**config.mk**
```make
export PLATFORM = sky130hd
export DESIGN_NAME = soft_timer_bank_top
export DESIGN_NICKNAME = d
export VERILOG_FILES = /design/src/rtl/core/stb_pkg.sv /design/src/rtl/core/stb_ram.sv /design/src/rtl/core/stb_div.sv /design/src/rtl/core/stb_dp.sv /design/src/rtl/core/stb_ctrl.sv /design/src/rtl/core/soft_timer_bank_top.sv
export SDC_FILE = /design/constraint.sdc
export NUM_CORES = 2
export LEC_CHECK = 0
export ABC_AREA = 1
export BUFFER_PORTS_ARGS = -buffer_cell sky130_fd_sc_hd__buf_2
export CAP_MARGIN = 20
export CORE_MARGIN = 1
export CORE_UTILIZATION = 50
export CTS_CLUSTER_SIZE = 14
export DETAILED_ROUTE_END_ITERATION = 6
export PLACE_DENSITY_LB_ADDON = 0.1
export REMOVE_ABC_BUFFERS = 1
export SLEW_MARGIN = 20
export SYNTH_ARGS = -nofsm -noshare
export SYNTH_HDL_FRONTEND = slang
export SYNTH_SLANG_ARGS = --single-unit
export TNS_END_PERCENT = 10
```
**constraint.sdc**
```tcl
create_clock -name clk -period 16.28 [get_ports clk]
set_input_delay 1.628 -clock clk [delete_from_list [all_inputs] [get_ports clk]]
set_output_delay 1.628 -clock clk [all_outputs]
set_load 0.005 [all_outputs]
```
**src/rtl/core/stb_pkg.sv**
```systemverilog
// ----------------------------------------------------------------------------
// stb_pkg
// shared types and constants of the soft timer bank
// ----------------------------------------------------------------------------
`default_nettype none

package stb_pkg;

    // command codes on the slave-side tuser
    localparam int OP_W = 3;
    localparam logic [OP_W-1:0] OP_TICK    = 3'd0;
    localparam logic [OP_W-1:0] OP_CREATE  = 3'd1;
    localparam logic [OP_W-1:0] OP_DESTROY = 3'd2;
    localparam logic [OP_W-1:0] OP_START   = 3'd3;
    localparam logic [OP_W-1:0] OP_STOP    = 3'd4;
    localparam logic [OP_W-1:0] OP_CHECK   = 3'd5;

    // result kinds on the master-side tuser
    localparam int KIND_W = 2;
    localparam logic [KIND_W-1:0] KIND_CREATED = 2'd0;
    localparam logic [KIND_W-1:0] KIND_FAILED  = 2'd1;
    localparam logic [KIND_W-1:0] KIND_FIRED   = 2'd2;

    // slot flag bit positions
    localparam int FLAGS_W      = 3;
    localparam int FLAG_ACTIVE  = 0;
    localparam int FLAG_RUNNING = 1;
    localparam int FLAG_REPEAT  = 2;

    localparam int TICK_W      = 32;
    localparam int SLOT_W      = 4;
    localparam int S_TDATA_W   = 40;
    localparam int M_TDATA_W   = 8;
    localparam int MAX_RESULTS = 16;

    // controller to datapath
    typedef struct packed {
        logic capture;
        logic tick_inc;
        logic flag_destroy;
        logic flag_stop;
        logic addr_slot;
        logic ram_rd;
        logic idx_clr;
        logic idx_inc;
        logic div_start;
        logic create_wr;
        logic arm_wr;
        logic fire;
        logic pend_fail;
        logic emit_last;
    } ctl_cmd_t;

    // datapath to controller
    typedef struct packed {
        logic [OP_W-1:0] op;
        logic            slot_ok;
        logic            idx_free;
        logic            idx_last;
        logic            div_busy;
        logic            out_free;
        logic            pend_valid;
        logic            hit;
        logic            cap_full;
    } ctl_sts_t;

endpackage

`default_nettype wire

```
**src/rtl/core/stb_ram.sv**
```systemverilog
// ----------------------------------------------------------------------------
// stb_ram
// simple dual-port ram, one write and one registered read port
// ----------------------------------------------------------------------------
`default_nettype none

module stb_ram #(
    parameter int WIDTH = 32,
    parameter int DEPTH = 16
) (
    input  wire logic                                  clk,
    input  wire logic                                  we,
    input  wire logic [((DEPTH > 1) ? $clog2(DEPTH) : 1)-1:0] waddr,
    input  wire logic [WIDTH-1:0]                      wdata,
    input  wire logic                                  re,
    input  wire logic [((DEPTH > 1) ? $clog2(DEPTH) : 1)-1:0] raddr,
    output logic      [WIDTH-1:0]                      rdata
);

    logic [WIDTH-1:0] mem [DEPTH];
    logic [WIDTH-1:0] rdata_reg;

    always_ff @(posedge clk)
    begin
        if (we)
        begin
            mem[waddr] <= wdata;
        end
        if (re)
        begin
            rdata_reg <= mem[raddr];
        end
    end

    assign rdata = rdata_reg;

endmodule

`default_nettype wire

```
**src/rtl/core/stb_div.sv**
```systemverilog
// ----------------------------------------------------------------------------
// stb_div
// division by a fixed divisor as a reciprocal multiply, one half of the
// dividend per cycle
// ----------------------------------------------------------------------------
`default_nettype none

module stb_div #(
    parameter int DIVISOR = 100
) (
    input  wire logic                        clk,
    input  wire logic                        rst_n,
    input  wire logic                        start,
    input  wire logic [stb_pkg::TICK_W-1:0]  dividend,
    output logic                             busy,
    output logic      [stb_pkg::TICK_W-1:0]  quotient
);

    // quotient = (dividend * RECIP) >> (TICK_W + SHIFT), exact for every dividend
    localparam int SHIFT   = (DIVISOR > 1) ? $clog2(DIVISOR) : 0;
    localparam int RECIP_W = stb_pkg::TICK_W + 1;
    localparam int HALF_W  = stb_pkg::TICK_W / 2;
    localparam int PART_W  = HALF_W + RECIP_W;
    localparam int ACC_W   = stb_pkg::TICK_W + RECIP_W;
    localparam logic [63:0] RECIP_FULL =
        ((64'd1 << (stb_pkg::TICK_W + SHIFT)) + 64'(DIVISOR) - 64'd1) / 64'(DIVISOR);
    localparam logic [RECIP_W-1:0] RECIP = RECIP_W'(RECIP_FULL);

    logic [stb_pkg::TICK_W-1:0] num_reg,   num_next;
    logic [ACC_W-1:0]           acc_reg,   acc_next;
    logic                       phase_reg, phase_next;
    logic                       busy_reg,  busy_next;
    logic [HALF_W-1:0]          half;
    logic [PART_W-1:0]          part;

    always_comb
    begin
        // low half first, then the high half weighted by 2^HALF_W
        half       = phase_reg ? num_reg[stb_pkg::TICK_W-1:HALF_W] : num_reg[HALF_W-1:0];
        part       = PART_W'(half) * PART_W'(RECIP);
        num_next   = num_reg;
        acc_next   = acc_reg;
        phase_next = phase_reg;
        busy_next  = busy_reg;
        if (start)
        begin
            num_next   = dividend;
            acc_next   = '0;
            phase_next = 1'b0;
            busy_next  = 1'b1;
        end
        else if (busy_reg)
        begin
            if (phase_reg)
            begin
                acc_next  = acc_reg + (ACC_W'(part) << HALF_W);
                busy_next = 1'b0;
            end
            else
            begin
                acc_next = ACC_W'(part);
            end
            phase_next = !phase_reg;
        end
    end

    always_ff @(posedge clk or negedge rst_n)
    begin
        if (!rst_n)
        begin
            phase_reg <= 1'b0;
            busy_reg  <= 1'b0;
        end
        else
        begin
            phase_reg <= phase_next;
            busy_reg  <= busy_next;
        end
    end

    always_ff @(posedge clk)
    begin
        num_reg <= num_next;
        acc_reg <= acc_next;
    end

    assign busy     = busy_reg;
    assign quotient = stb_pkg::TICK_W'(acc_reg >> (stb_pkg::TICK_W + SHIFT));

endmodule

`default_nettype wire

```
**src/rtl/core/stb_dp.sv**
```systemverilog
// ----------------------------------------------------------------------------
// stb_dp
// datapath: command register, tick counter, slot flags, slot memories,
// divider, pending result and output register
// ----------------------------------------------------------------------------
`default_nettype none

module stb_dp #(
    parameter int SLOT_COUNT  = 16,
    parameter int MS_PER_TICK = 100
) (
    input  wire logic                              clk,
    input  wire logic                              rst_n,
    input  wire stb_pkg::ctl_cmd_t                 cmd,
    output stb_pkg::ctl_sts_t                      sts,
    input  wire logic [stb_pkg::S_TDATA_W-1:0]     s_tdata,
    input  wire logic [stb_pkg::OP_W-1:0]          s_tuser,
    output logic                                   m_tvalid,
    input  wire logic                              m_tready,
    output logic      [stb_pkg::M_TDATA_W-1:0]     m_tdata,
    output logic      [stb_pkg::KIND_W-1:0]        m_tuser,
    output logic                                   m_tlast
);

    localparam int IDX_W   = (SLOT_COUNT > 1) ? $clog2(SLOT_COUNT) : 1;
    localparam int CNT_W   = $clog2(stb_pkg::MAX_RESULTS + 1);
    localparam int RANGE_W = 8;

    // captured command
    logic [stb_pkg::OP_W-1:0]   op_reg;
    logic [stb_pkg::TICK_W-1:0] ivl_reg;
    logic                       start_now_reg;
    logic                       repeat_reg;
    logic [stb_pkg::SLOT_W-1:0] slot_reg;

    logic [stb_pkg::TICK_W-1:0]  tick_reg,     tick_next;
    logic [stb_pkg::FLAGS_W-1:0] flags_reg [SLOT_COUNT];
    logic [stb_pkg::FLAGS_W-1:0] flags_next [SLOT_COUNT];
    logic [IDX_W-1:0]            idx_reg,      idx_next;
    logic [CNT_W-1:0]            fire_cnt_reg, fire_cnt_next;

    logic                        pend_valid_reg, pend_valid_next;
    logic [stb_pkg::KIND_W-1:0]  pend_kind_reg,  pend_kind_next;
    logic [stb_pkg::SLOT_W-1:0]  pend_idx_reg,   pend_idx_next;

    logic                        out_valid_reg,  out_valid_next;
    logic [stb_pkg::KIND_W-1:0]  out_kind_reg,   out_kind_next;
    logic [stb_pkg::SLOT_W-1:0]  out_idx_reg,    out_idx_next;
    logic                        out_last_reg,   out_last_next;
    logic                        out_load;

    logic [IDX_W-1:0]            slot_idx;
    logic [IDX_W-1:0]            ram_addr;
    logic [stb_pkg::FLAGS_W-1:0] cur_flags;
    logic [stb_pkg::TICK_W-1:0]  period_rd;
    logic [stb_pkg::TICK_W-1:0]  deadline_rd;
    logic [stb_pkg::TICK_W-1:0]  quotient;
    logic                        div_busy;
    logic                        dl_we;
    logic [stb_pkg::TICK_W-1:0]  dl_wdata;

    assign slot_idx  = IDX_W'(slot_reg);
    assign ram_addr  = cmd.addr_slot ? slot_idx : idx_reg;
    assign cur_flags = flags_reg[idx_reg];

    // deadline is rewritten on create with start, on start and on a periodic fire
    assign dl_we    = (cmd.create_wr && start_now_reg) || cmd.arm_wr
                      || (cmd.fire && cur_flags[stb_pkg::FLAG_REPEAT]);
    assign dl_wdata = tick_reg + (cmd.create_wr ? quotient : period_rd);

    stb_div #(
        .DIVISOR (MS_PER_TICK)
    ) u_div (
        .clk      (clk),
        .rst_n    (rst_n),
        .start    (cmd.div_start),
        .dividend (ivl_reg),
        .busy     (div_busy),
        .quotient (quotient)
    );

    // period in ticks, written once per create
    stb_ram #(
        .WIDTH (stb_pkg::TICK_W),
        .DEPTH (SLOT_COUNT)
    ) u_period_ram (
        .clk   (clk),
        .we    (cmd.create_wr),
        .waddr (ram_addr),
        .wdata (quotient),
        .re    (cmd.ram_rd),
        .raddr (ram_addr),
        .rdata (period_rd)
    );

    stb_ram #(
        .WIDTH (stb_pkg::TICK_W),
        .DEPTH (SLOT_COUNT)
    ) u_deadline_ram (
        .clk   (clk),
        .we    (dl_we),
        .waddr (ram_addr),
        .wdata (dl_wdata),
        .re    (cmd.ram_rd),
        .raddr (ram_addr),
        .rdata (deadline_rd)
    );

    always_comb
    begin
        flags_next = flags_reg;
        if (cmd.flag_destroy)
        begin
            flags_next[slot_idx][stb_pkg::FLAG_ACTIVE] = 1'b0;
        end
        if (cmd.flag_stop)
        begin
            flags_next[slot_idx][stb_pkg::FLAG_RUNNING] = 1'b0;
        end
        if (cmd.arm_wr)
        begin
            flags_next[slot_idx][stb_pkg::FLAG_RUNNING] = 1'b1;
        end
        if (cmd.create_wr)
        begin
            flags_next[idx_reg] = {repeat_reg, start_now_reg, 1'b1};
        end
        if (cmd.fire && !cur_flags[stb_pkg::FLAG_REPEAT])
        begin
            flags_next[idx_reg][stb_pkg::FLAG_RUNNING] = 1'b0;
        end
    end

    always_comb
    begin
        tick_next     = cmd.tick_inc ? tick_reg + stb_pkg::TICK_W'(1) : tick_reg;
        idx_next      = idx_reg;
        fire_cnt_next = fire_cnt_reg;
        if (cmd.idx_clr)
        begin
            idx_next      = '0;
            fire_cnt_next = '0;
        end
        else if (cmd.idx_inc)
        begin
            idx_next = idx_reg + IDX_W'(1);
        end
        if (cmd.fire)
        begin
            fire_cnt_next = fire_cnt_reg + CNT_W'(1);
        end
    end

    // pending result: held back until it is known whether another follows
    always_comb
    begin
        pend_valid_next = pend_valid_reg;
        pend_kind_next  = pend_kind_reg;
        pend_idx_next   = pend_idx_reg;
        if (cmd.create_wr)
        begin
            pend_valid_next = 1'b1;
            pend_kind_next  = stb_pkg::KIND_CREATED;
            pend_idx_next   = stb_pkg::SLOT_W'(idx_reg);
        end
        else if (cmd.pend_fail)
        begin
            pend_valid_next = 1'b1;
            pend_kind_next  = stb_pkg::KIND_FAILED;
            pend_idx_next   = '0;
        end
        else if (cmd.fire)
        begin
            pend_valid_next = 1'b1;
            pend_kind_next  = stb_pkg::KIND_FIRED;
            pend_idx_next   = stb_pkg::SLOT_W'(idx_reg);
        end
        else if (cmd.emit_last)
        begin
            pend_valid_next = 1'b0;
        end
    end

    always_comb
    begin
        out_load       = (cmd.fire && pend_valid_reg) || cmd.emit_last;
        out_kind_next  = out_kind_reg;
        out_idx_next   = out_idx_reg;
        out_last_next  = out_last_reg;
        out_valid_next = out_valid_reg && !m_tready;
        if (out_load)
        begin
            out_valid_next = 1'b1;
            out_kind_next  = pend_kind_reg;
            out_idx_next   = pend_idx_reg;
            out_last_next  = cmd.emit_last;
        end
    end

    always_ff @(posedge clk or negedge rst_n)
    begin
        if (!rst_n)
        begin
            tick_reg       <= '0;
            idx_reg        <= '0;
            fire_cnt_reg   <= '0;
            pend_valid_reg <= 1'b0;
            out_valid_reg  <= 1'b0;
            for (int i = 0; i < SLOT_COUNT; i++)
            begin
                flags_reg[i] <= '0;
            end
        end
        else
        begin
            tick_reg       <= tick_next;
            idx_reg        <= idx_next;
            fire_cnt_reg   <= fire_cnt_next;
            pend_valid_reg <= pend_valid_next;
            out_valid_reg  <= out_valid_next;
            flags_reg      <= flags_next;
        end
    end

    always_ff @(posedge clk)
    begin
        if (cmd.capture)
        begin
            op_reg        <= s_tuser;
            ivl_reg       <= s_tdata[31:0];
            start_now_reg <= s_tdata[32];
            repeat_reg    <= s_tdata[33];
            slot_reg      <= s_tdata[37:34];
        end
        pend_kind_reg <= pend_kind_next;
        pend_idx_reg  <= pend_idx_next;
        out_kind_reg  <= out_kind_next;
        out_idx_reg   <= out_idx_next;
        out_last_reg  <= out_last_next;
    end

    always_comb
    begin
        sts.op         = op_reg;
        sts.slot_ok    = (RANGE_W'(slot_reg) < RANGE_W'(SLOT_COUNT));
        sts.idx_free   = !cur_flags[stb_pkg::FLAG_ACTIVE];
        sts.idx_last   = (idx_reg == IDX_W'(SLOT_COUNT - 1));
        sts.div_busy   = div_busy;
        sts.out_free   = !out_valid_reg || m_tready;
        sts.pend_valid = pend_valid_reg;
        sts.hit        = cur_flags[stb_pkg::FLAG_ACTIVE] && cur_flags[stb_pkg::FLAG_RUNNING]
                         && ($signed(tick_reg) >= $signed(deadline_rd));
        sts.cap_full   = (fire_cnt_reg == CNT_W'(stb_pkg::MAX_RESULTS));
    end

    assign m_tvalid = out_valid_reg;
    assign m_tdata  = stb_pkg::M_TDATA_W'(out_idx_reg);
    assign m_tuser  = out_kind_reg;
    assign m_tlast  = out_last_reg;

endmodule

`default_nettype wire

```
**src/rtl/core/stb_ctrl.sv**
```systemverilog
// ----------------------------------------------------------------------------
// stb_ctrl
// command sequencer: decode, free-slot search, slot scan and result flush
// ----------------------------------------------------------------------------
`default_nettype none

module stb_ctrl (
    input  wire logic              clk,
    input  wire logic              rst_n,
    input  wire logic              s_tvalid,
    output logic                   s_tready,
    input  wire stb_pkg::ctl_sts_t sts,
    output stb_pkg::ctl_cmd_t      cmd
);

    typedef enum logic [9:0] {
        S_IDLE    = 10'b00_0000_0001,
        S_DECODE  = 10'b00_0000_0010,
        S_FIND    = 10'b00_0000_0100,
        S_DIV     = 10'b00_0000_1000,
        S_CREATE  = 10'b00_0001_0000,
        S_ARM     = 10'b00_0010_0000,
        S_CHK_RD  = 10'b00_0100_0000,
        S_CHK_EV  = 10'b00_1000_0000,
        S_CHK_END = 10'b01_0000_0000,
        S_FLUSH   = 10'b10_0000_0000
    } state_t;

    state_t state_reg, state_next;

    always_comb
    begin
        cmd        = '0;
        s_tready   = 1'b0;
        state_next = state_reg;
        unique case (state_reg)
            S_IDLE:
            begin
                s_tready = 1'b1;
                if (s_tvalid)
                begin
                    cmd.capture = 1'b1;
                    state_next  = S_DECODE;
                end
            end
            S_DECODE:
            begin
                state_next = S_IDLE;
                unique case (sts.op)
                    stb_pkg::OP_TICK:    cmd.tick_inc     = 1'b1;
                    stb_pkg::OP_DESTROY: cmd.flag_destroy = sts.slot_ok;
                    stb_pkg::OP_STOP:    cmd.flag_stop    = sts.slot_ok;
                    stb_pkg::OP_CREATE:
                    begin
                        cmd.idx_clr = 1'b1;
                        state_next  = S_FIND;
                    end
                    stb_pkg::OP_START:
                    begin
                        if (sts.slot_ok)
                        begin
                            cmd.addr_slot = 1'b1;
                            cmd.ram_rd    = 1'b1;
                            state_next    = S_ARM;
                        end
                    end
                    stb_pkg::OP_CHECK:
                    begin
                        cmd.idx_clr = 1'b1;
                        state_next  = S_CHK_RD;
                    end
                    default: state_next = S_IDLE;
                endcase
            end
            S_FIND:
            begin
                priority if (sts.idx_free)
                begin
                    cmd.div_start = 1'b1;
                    state_next    = S_DIV;
                end
                else if (sts.idx_last)
                begin
                    cmd.pend_fail = 1'b1;
                    state_next    = S_FLUSH;
                end
                else
                begin
                    cmd.idx_inc = 1'b1;
                end
            end
            S_DIV:
            begin
                if (!sts.div_busy)
                begin
                    state_next = S_CREATE;
                end
            end
            S_CREATE:
            begin
                cmd.create_wr = 1'b1;
                state_next    = S_FLUSH;
            end
            S_ARM:
            begin
                cmd.addr_slot = 1'b1;
                cmd.arm_wr    = 1'b1;
                state_next    = S_IDLE;
            end
            S_CHK_RD:
            begin
                if (sts.cap_full)
                begin
                    state_next = S_CHK_END;
                end
                else
                begin
                    cmd.ram_rd = 1'b1;
                    state_next = S_CHK_EV;
                end
            end
            S_CHK_EV:
            begin
                // a fire pushes the earlier pending result out, so wait for room
                if (!(sts.hit && sts.pend_valid && !sts.out_free))
                begin
                    cmd.fire = sts.hit;
                    if (sts.idx_last)
                    begin
                        state_next = S_CHK_END;
                    end
                    else
                    begin
                        cmd.idx_inc = 1'b1;
                        state_next  = S_CHK_RD;
                    end
                end
            end
            S_CHK_END:
            begin
                state_next = sts.pend_valid ? S_FLUSH : S_IDLE;
            end
            S_FLUSH:
            begin
                if (sts.out_free)
                begin
                    cmd.emit_last = 1'b1;
                    state_next    = S_IDLE;
                end
            end
            default: state_next = S_IDLE;
        endcase
    end

    always_ff @(posedge clk or negedge rst_n)
    begin
        if (!rst_n)
        begin
            state_reg <= S_IDLE;
        end
        else
        begin
            state_reg <= state_next;
        end
    end

endmodule

`default_nettype wire

```
**src/rtl/core/soft_timer_bank_top.sv**
```systemverilog
// steps: tick, destroy and stop finish in decode; start reads the memories, then arms
// create searches the slots (up to SLOT_COUNT), runs the two-step reciprocal multiply,
//   writes the slot and loads the output register; a failed create skips the multiply
// check scans each slot with one ram read and one compare, then loads the last result,
//   if any; one command at a time, the next taken back in idle, output stalls hold it up
// reset: tick counter and all slot flags clear at once, slot memories need no clearing pass
// ----------------------------------------------------------------------------
// soft_timer_bank_top
// bank of software-style timer slots driven by a tick counter
// ----------------------------------------------------------------------------
`default_nettype none

module soft_timer_bank_top #(
    parameter int SLOT_COUNT  = 16,  // number of timer slots, 1 to 16
    parameter int MS_PER_TICK = 100  // milliseconds per tick, 1 to 1000
) (
    input  wire logic        clk,
    input  wire logic        rst_n,
    // command stream
    input  wire logic        s_tvalid,
    output logic             s_tready,
    input  wire logic [39:0] s_tdata,   // interval_ms[31:0], start_now, repeat_mode,
                                        // slot[3:0], zero pad
    input  wire logic [2:0]  s_tuser,   // opcode
    // result stream
    output logic             m_tvalid,
    input  wire logic        m_tready,
    output logic      [7:0]  m_tdata,   // slot_index[3:0], zero pad
    output logic      [1:0]  m_tuser,   // kind
    output logic             m_tlast    // final result of the command
);

    // command and status between the sequencer and the datapath
    stb_pkg::ctl_cmd_t cmd;
    stb_pkg::ctl_sts_t sts;

    // sequencer: one-hot state machine, owns the slave-side ready
    stb_ctrl u_ctrl (
        .clk      (clk),
        .rst_n    (rst_n),
        .s_tvalid (s_tvalid),
        .s_tready (s_tready),
        .sts      (sts),
        .cmd      (cmd)
    );

    // datapath: counter, flags, period and deadline memories, divider,
    // pending result held back for tlast and the output register
    stb_dp #(
        .SLOT_COUNT  (SLOT_COUNT),
        .MS_PER_TICK (MS_PER_TICK)
    ) u_dp (
        .clk      (clk),
        .rst_n    (rst_n),
        .cmd      (cmd),
        .sts      (sts),
        .s_tdata  (s_tdata),
        .s_tuser  (s_tuser),
        .m_tvalid (m_tvalid),
        .m_tready (m_tready),
        .m_tdata  (m_tdata),
        .m_tuser  (m_tuser),
        .m_tlast  (m_tlast)
    );

endmodule

`default_nettype wire

```
# --- After elaboration in Yosys (flattened, before gate mapping) ---
# Memory sizes are Yosys's and may differ from the RTL's. A register that Yosys moved wholly into a read port is not among the register bits.
# Cells that the tools add are included.
totals:
  wordCells: 195
  mem_bits_rw: 928
  n_memories: 2
  regBits: 286
mem_list:
  columns: ["memory", "depth", "width", "rd", "rd_clocked_by_memory_dff", "wr", "line_no", "text"]
  rows:
  - ["u_dp.u_deadline_ram.mem", 16, 32, 1, 1, 1, "stb_ram.sv:20", "logic [WIDTH-1:0] mem [DEPTH];"]
  - ["u_dp.u_period_ram.mem", 16, 26, 1, 1, 1, "stb_ram.sv:20", null]
op_classes:
  n_lt_le_gt_ge: 5
  n_bitwise: 9
  n_eq_ne: 22
  mux: 83
  add_sub_neg: 5
  multipliers: 1
  reduce_logical: 30
ops:
  columns: ["cell", "count"]
  rows:
  - ["two-way mux 48 bit", 5]
  - ["bitwise AND 48 bit", 3]
  - ["inverter 48 bit", 3]
  - ["case mux 10 bit (9 select lines)", 1]
  - ["two-way mux 10 bit", 7]
  - ["adder 65 bit", 1]
  - ["two-way mux 65 bit", 1]
  - ["multiplier 16 x 33 -> 49 bit (second input constant)", 1]
  - ["bitwise mux 48 bit", 1]
  - ["demux 3 bit (select 4 bit)", 4]
  - ["bitwise OR 48 bit", 1]
  - ["two-way mux 1 bit", 40]
  - ["adder 32 x 1 -> 32 bit (second input constant)", 1]
  - ["adder 32 bit", 1]
  - ["greater-or-equal comparator 32 bit", 1]
  - ["two-way mux 32 bit", 1]
  - ["two-way mux 4 bit", 6]
  - ["case mux 7 bit (3 select lines)", 1]
  - ["two-way mux 9 bit", 2]
  - ["two-way mux 16 bit", 1]
  - ["binary-select mux 3 bit (select 4 bit)", 1]
  - ["two-way mux 3 bit", 4]
  - ["logical AND 1 bit", 11]
  - ["== test 10 x 1 -> 1 bit (second input constant)", 1]
  - ["other kinds (33)", 56]

# --- Longest topological paths before layout ---
depth:
  word_depth: 16
  mapped_depth: 43
  ltp_nobuf: 42

# --- Modules after synthesis ---
# Synthesis repeated with hierarchy kept, for this count alone.
unflattened:
  cells_unflattened: 7798
  area_unflattened_um2: 72447.0
modules_own_cells:
  columns: ["mod", "area_each_um2", "cells_each", "n_inst"]
  rows:
  - ["stb_ram (u_dp.u_deadline_ram)", 23064.6, 2120, 1]
  - ["stb_ram (u_dp.u_period_ram)", 23050.9, 2120, 1]
  - ["stb_div", 15851.5, 2173, 1]
  - ["stb_dp", 9623.0, 1248, 1]
  - ["stb_ctrl", 857.1, 137, 1]

# --- Worst setup path after synthesis ---
# OpenSTA, ideal clock, no wires.
synth_timing:
  path_type: "register to register"
  start: "register u_dp.u_div.phase_reg"
  end: "register u_dp.u_div.acc_reg[56]"
  t_arrival_ns: 7.176
  t_required_ns: 16.160
  setup_ns: 0.120
  path_stages_with_launch: 36
  path_slack_ns: 8.985
  path_buffers: 2
  cell_sequence: "dfrtp_1 -> clkbuf_1 -> clkbuf_1 -> o21ai_0 -> fa_1 -> fa_1 -> inv_1 -> fa_1 -> inv_1 -> fa_1 -> inv_1 -> fa_1 -> inv_1 -> fa_1 -> inv_1 -> ha_1 -> nand2_1 -> nor2_1 -> inv_1 -> nor2_1 -> and3_1 -> a21oi_1 -> o21ai_0 -> or2_2 -> and2_1 -> ha_1 -> a21oi_1 -> a21boi_0 -> o211ai_1 -> inv_1 -> nand2_1 -> nand2_1 -> nand2_1 -> or2_2 -> nand2_1 -> a21oi_1"
synth_between:
  elab_chain_len: 4
synth_lines:
  columns: ["element", "line_no", "text"]
  rows:
  - ["start, declared", "stb_div.sv:31", "logic phase_reg, phase_next;"]
  - ["start signal, assigned", "stb_div.sv:76", "phase_reg <= phase_next;"]
  - ["two-way mux 16 bit", "stb_div.sv:39", "half = phase_reg ? num_reg[stb_pkg::TICK_W-1:HALF_W] : num_reg[HALF_W-1:0];"]
  - ["multiplier 16 x 33 -> 49 bit", "stb_div.sv:40", "part = PART_W'(half) * PART_W'(RECIP);"]
  - ["adder 65 bit", "stb_div.sv:56", "acc_next = acc_reg + (ACC_W'(part) << HALF_W);"]
  - ["two-way mux 65 bit *", "stb_div.sv:54", "if (phase_reg)"]
  - ["end signal, assigned", "stb_div.sv:84", "acc_reg <= acc_next;"]
  - ["end, declared", "stb_div.sv:30", "logic [ACC_W-1:0] acc_reg, acc_next;"]
# Every way passes the cells marked *; elsewhere a longest branch is shown, timed or not.
# A chain may end at the register's enable or synchronous reset.

# --- Worst setup path in the final report ---
layout_timing:
  start: "register u_dp.u_div.phase_reg"
  end: "register u_dp.u_div.acc_reg[59]"
# Same word-level chain as after synthesis.

==> out/results.ini <==
[finish]
post-route-util=0.556
finalInstanceArea_um2=71100
n_antenna_cell=0
drive_above_1_share=0.0622
syn_to_final_growth_pct=10.0
nNetsFinal=7300
largest_register_ffs=512
finalNonFillerCells=8556

[sta]
period_share=0.575
maxSlewHeadroom=0.215
worst_slew_pin_slew_ns=1.17
tns_ns=0
fmax_mhz=107
fin_skew_ns=0.0242
rsz0062_at_grt=no
setup_viol=0
finalHoldViolations=0
period_needed_ns=9.36
maxSlewViolCount=0

[die]
die_w_um=361
rows=131
initial_core_util=0.505
dieArea_um2=131000
core_area_um2=128000
die_h_um=361
ios=60

[logic_synthesis]
netlist_instances=6762
synth-edff-count=1070
synth.distinct_cells=61
synth_flop_cell=edfxtp_1
ys_ff_latch=1224
synthArstFlopShare=0.0842
yosysWarnings=0
ys_seq_area_frac=0.553
netlist_area_um2=64600
syn_area_per_cell_um2=9.56

[setup_path]
crit_type=flip-flop to flip-flop
crit_top_cell=fa_1
cp.arrival_ns=9.95
critical_path_required_ns=16.87
r2r_start=u_dp.u_div.phase_reg
r2r-end=u_dp.u_div.acc_reg[59]
worst-path-max-fanout=20
ff2ff_setup_slack_ns=6.92
critPathLaunchType=flip-flop
end_kind=flip-flop
cp_slowest_cell=fa_1
rr_worst_depth=31
crit_path_max_incr_delay_ns=0.60

[worst_hold_path]
whs_endpoint=u_dp.u_div.num_reg[13]
hold_start=u_dp.ivl_reg[13]
min_path_cells=0
hold_class=flip-flop to flip-flop

[clock_network]
clkLatencyLatePin_ns=0.77
post_cts_resized=0
cts-root-buf=clkbuf_16
path_clk_slew_ns=0.06
cts_tree=yes
cts_buffers=133
cts_hold_buf=0
cts_max_level=4
clock_sinks=1224
clock_path_buffers=3
cts_setup_buffers=0

[route]
drt_iter0_drc=3981
drt_wl_total_um=175000
drc=0
via_count=46200
viasPerCell=5.40
wl_per_cell_um=20.4
ant_nets=0
drt-pass1-iter-count=7

[global_routing]
grt_pass1_wl_um=265000
grt_pass1_vias=44500
antenna_found_initial=2
grt_use_total=0.268
grt_max_degree=190
grt-ovfl-total=0

[placed_design]
postPlaceCellArea_um2=66700
dp.cells=8322
hpwl_um=109000
port_buffers=53
place_congestion=0.963

[job]
maxCapViolations=0

[run_status]
status=finished clean

==> how the worst max path moves through the flow <==
stage,startpoint,end,slack (ns),cells past startpoint
5_1_grt,u_dp.u_div.phase_reg,u_dp.u_div.acc_reg[59],6.35,33
6_report,u_dp.u_div.phase_reg,u_dp.u_div.acc_reg[59],6.92,31
4_1_cts,u_dp.u_div.phase_reg,u_dp.u_div.acc_reg[59],6.89,33
3_5_place_dp,u_dp.u_div.phase_reg,u_dp.u_div.acc_reg[59],6.89,33
3_3_place_gp,u_dp.u_div.phase_reg,u_dp.u_div.acc_reg[59],6.99,33
2_1_floorplan,u_ctrl.state_reg[4],u_dp.u_deadline_ram.mem[1][0],-0.36,11
==> routing by layer <==
| metal | vias up | routed length (µm) | part of all wire | track usage |
|---|---|---|---|---|
| li1 | 22400 | - | - | - |
| met1 | 22300 | 77100 | 0.44 | 0.365 |
| met2 | 1286 | 84300 | 0.48 | 0.453 |
| met3 | 277 | 9070 | 0.052 | 0.0299 |
| met4 | 0 | 4320 | 0.025 | 0.0806 |
| met5 | - | 0 | 0 | 0 |
==> cells in the final DEF, fill, tap and decap left out, drive strengths merged, types with 139 or more instances in the layout <==
cell / n
nor2: 399
ha: 297
a21oi: 351
nand2: 2664
edfxtp: 1070
o21ai: 279
fa: 159
inv: 598
nand3: 139
clkbuf: 170
==> cell families after synthesis <==
| group | Yosys count | share of synthesized area |
|---|---|---|
| xor+xnor | 100 | 0.0136 |
| simple gates | 3395 | 0.208 |
| buf+inv | 823 | 0.0543 |
| compound gates | 762 | 0.0640 |
| mux | 1 | 0.000155 |
| fa+ha+maj | 456 | 0.107 |
| other cells | 1 | 0.0000580 |
| flops | 1224 | 0.553 |
==> worst max-delay path, delay by kind of cell, from the launching register on <==
| kind | cells | cell delay [ns] |
|---|---|---|
| xor gates and xnor gates | 1 | 0.49 |
| and+or+nand+nor | 8 | 1.68 |
| DFF | 1 | 0.32 |
| buffers and inverters | 6 | 1.22 |
| AOI/OAI and AO/OA | 8 | 1.62 |
| adders and majority gates | 8 | 3.81 |
==> per-stage QoR <==
step / worst slack [ns] / hold WS (ns)
finish: 6.92 / 0.416
global route: 6.35 / 0.422
CTS: 6.89 / 0.418
detailed placement: 6.89 / 0.405
global placement: 6.99 / 0.401
floorplan: -0.360 / 0.400
==> Yosys cell counts, drive strengths merged (28+ instances only) <==
| cell | instances | area share |
|---|---|---|
| a21oi | 351 | 0.027 |
| a31oi | 29 | 0.0028 |
| buf | 174 | 0.017 |
| clkbuf | 53 | 0.0031 |
| dfrtp | 102 | 0.040 |
| dfxtp | 51 | 0.016 |
| edfxtp | 1070 | 0.50 |
| fa | 159 | 0.049 |
| ha | 297 | 0.058 |
| inv | 595 | 0.035 |
| nand2 | 2664 | 0.16 |
| nand3 | 139 | 0.011 |
| nand4 | 86 | 0.0083 |
| nor2 | 399 | 0.024 |
| nor3 | 45 | 0.0037 |
| o21ai | 279 | 0.022 |
| or2 | 28 | 0.0027 |
| xnor2 | 32 | 0.0043 |
| xor2 | 68 | 0.0092 |
==> cell type report <==
class	instances	area, µm²
Clock buffer	169	3540
Timing Repair Buffer	124	878
Clock inverter	63	677
Tap cell	1662	2080
Inverter	596	2260
Fill cell	11400	56800
Multi-Input combinational cell	4718	25900
Sequential cell	1224	35700
Power is left out: the tool's default activity adds up to more than one toggle a clock period on the data nets, which glitch-free logic cannot reach.
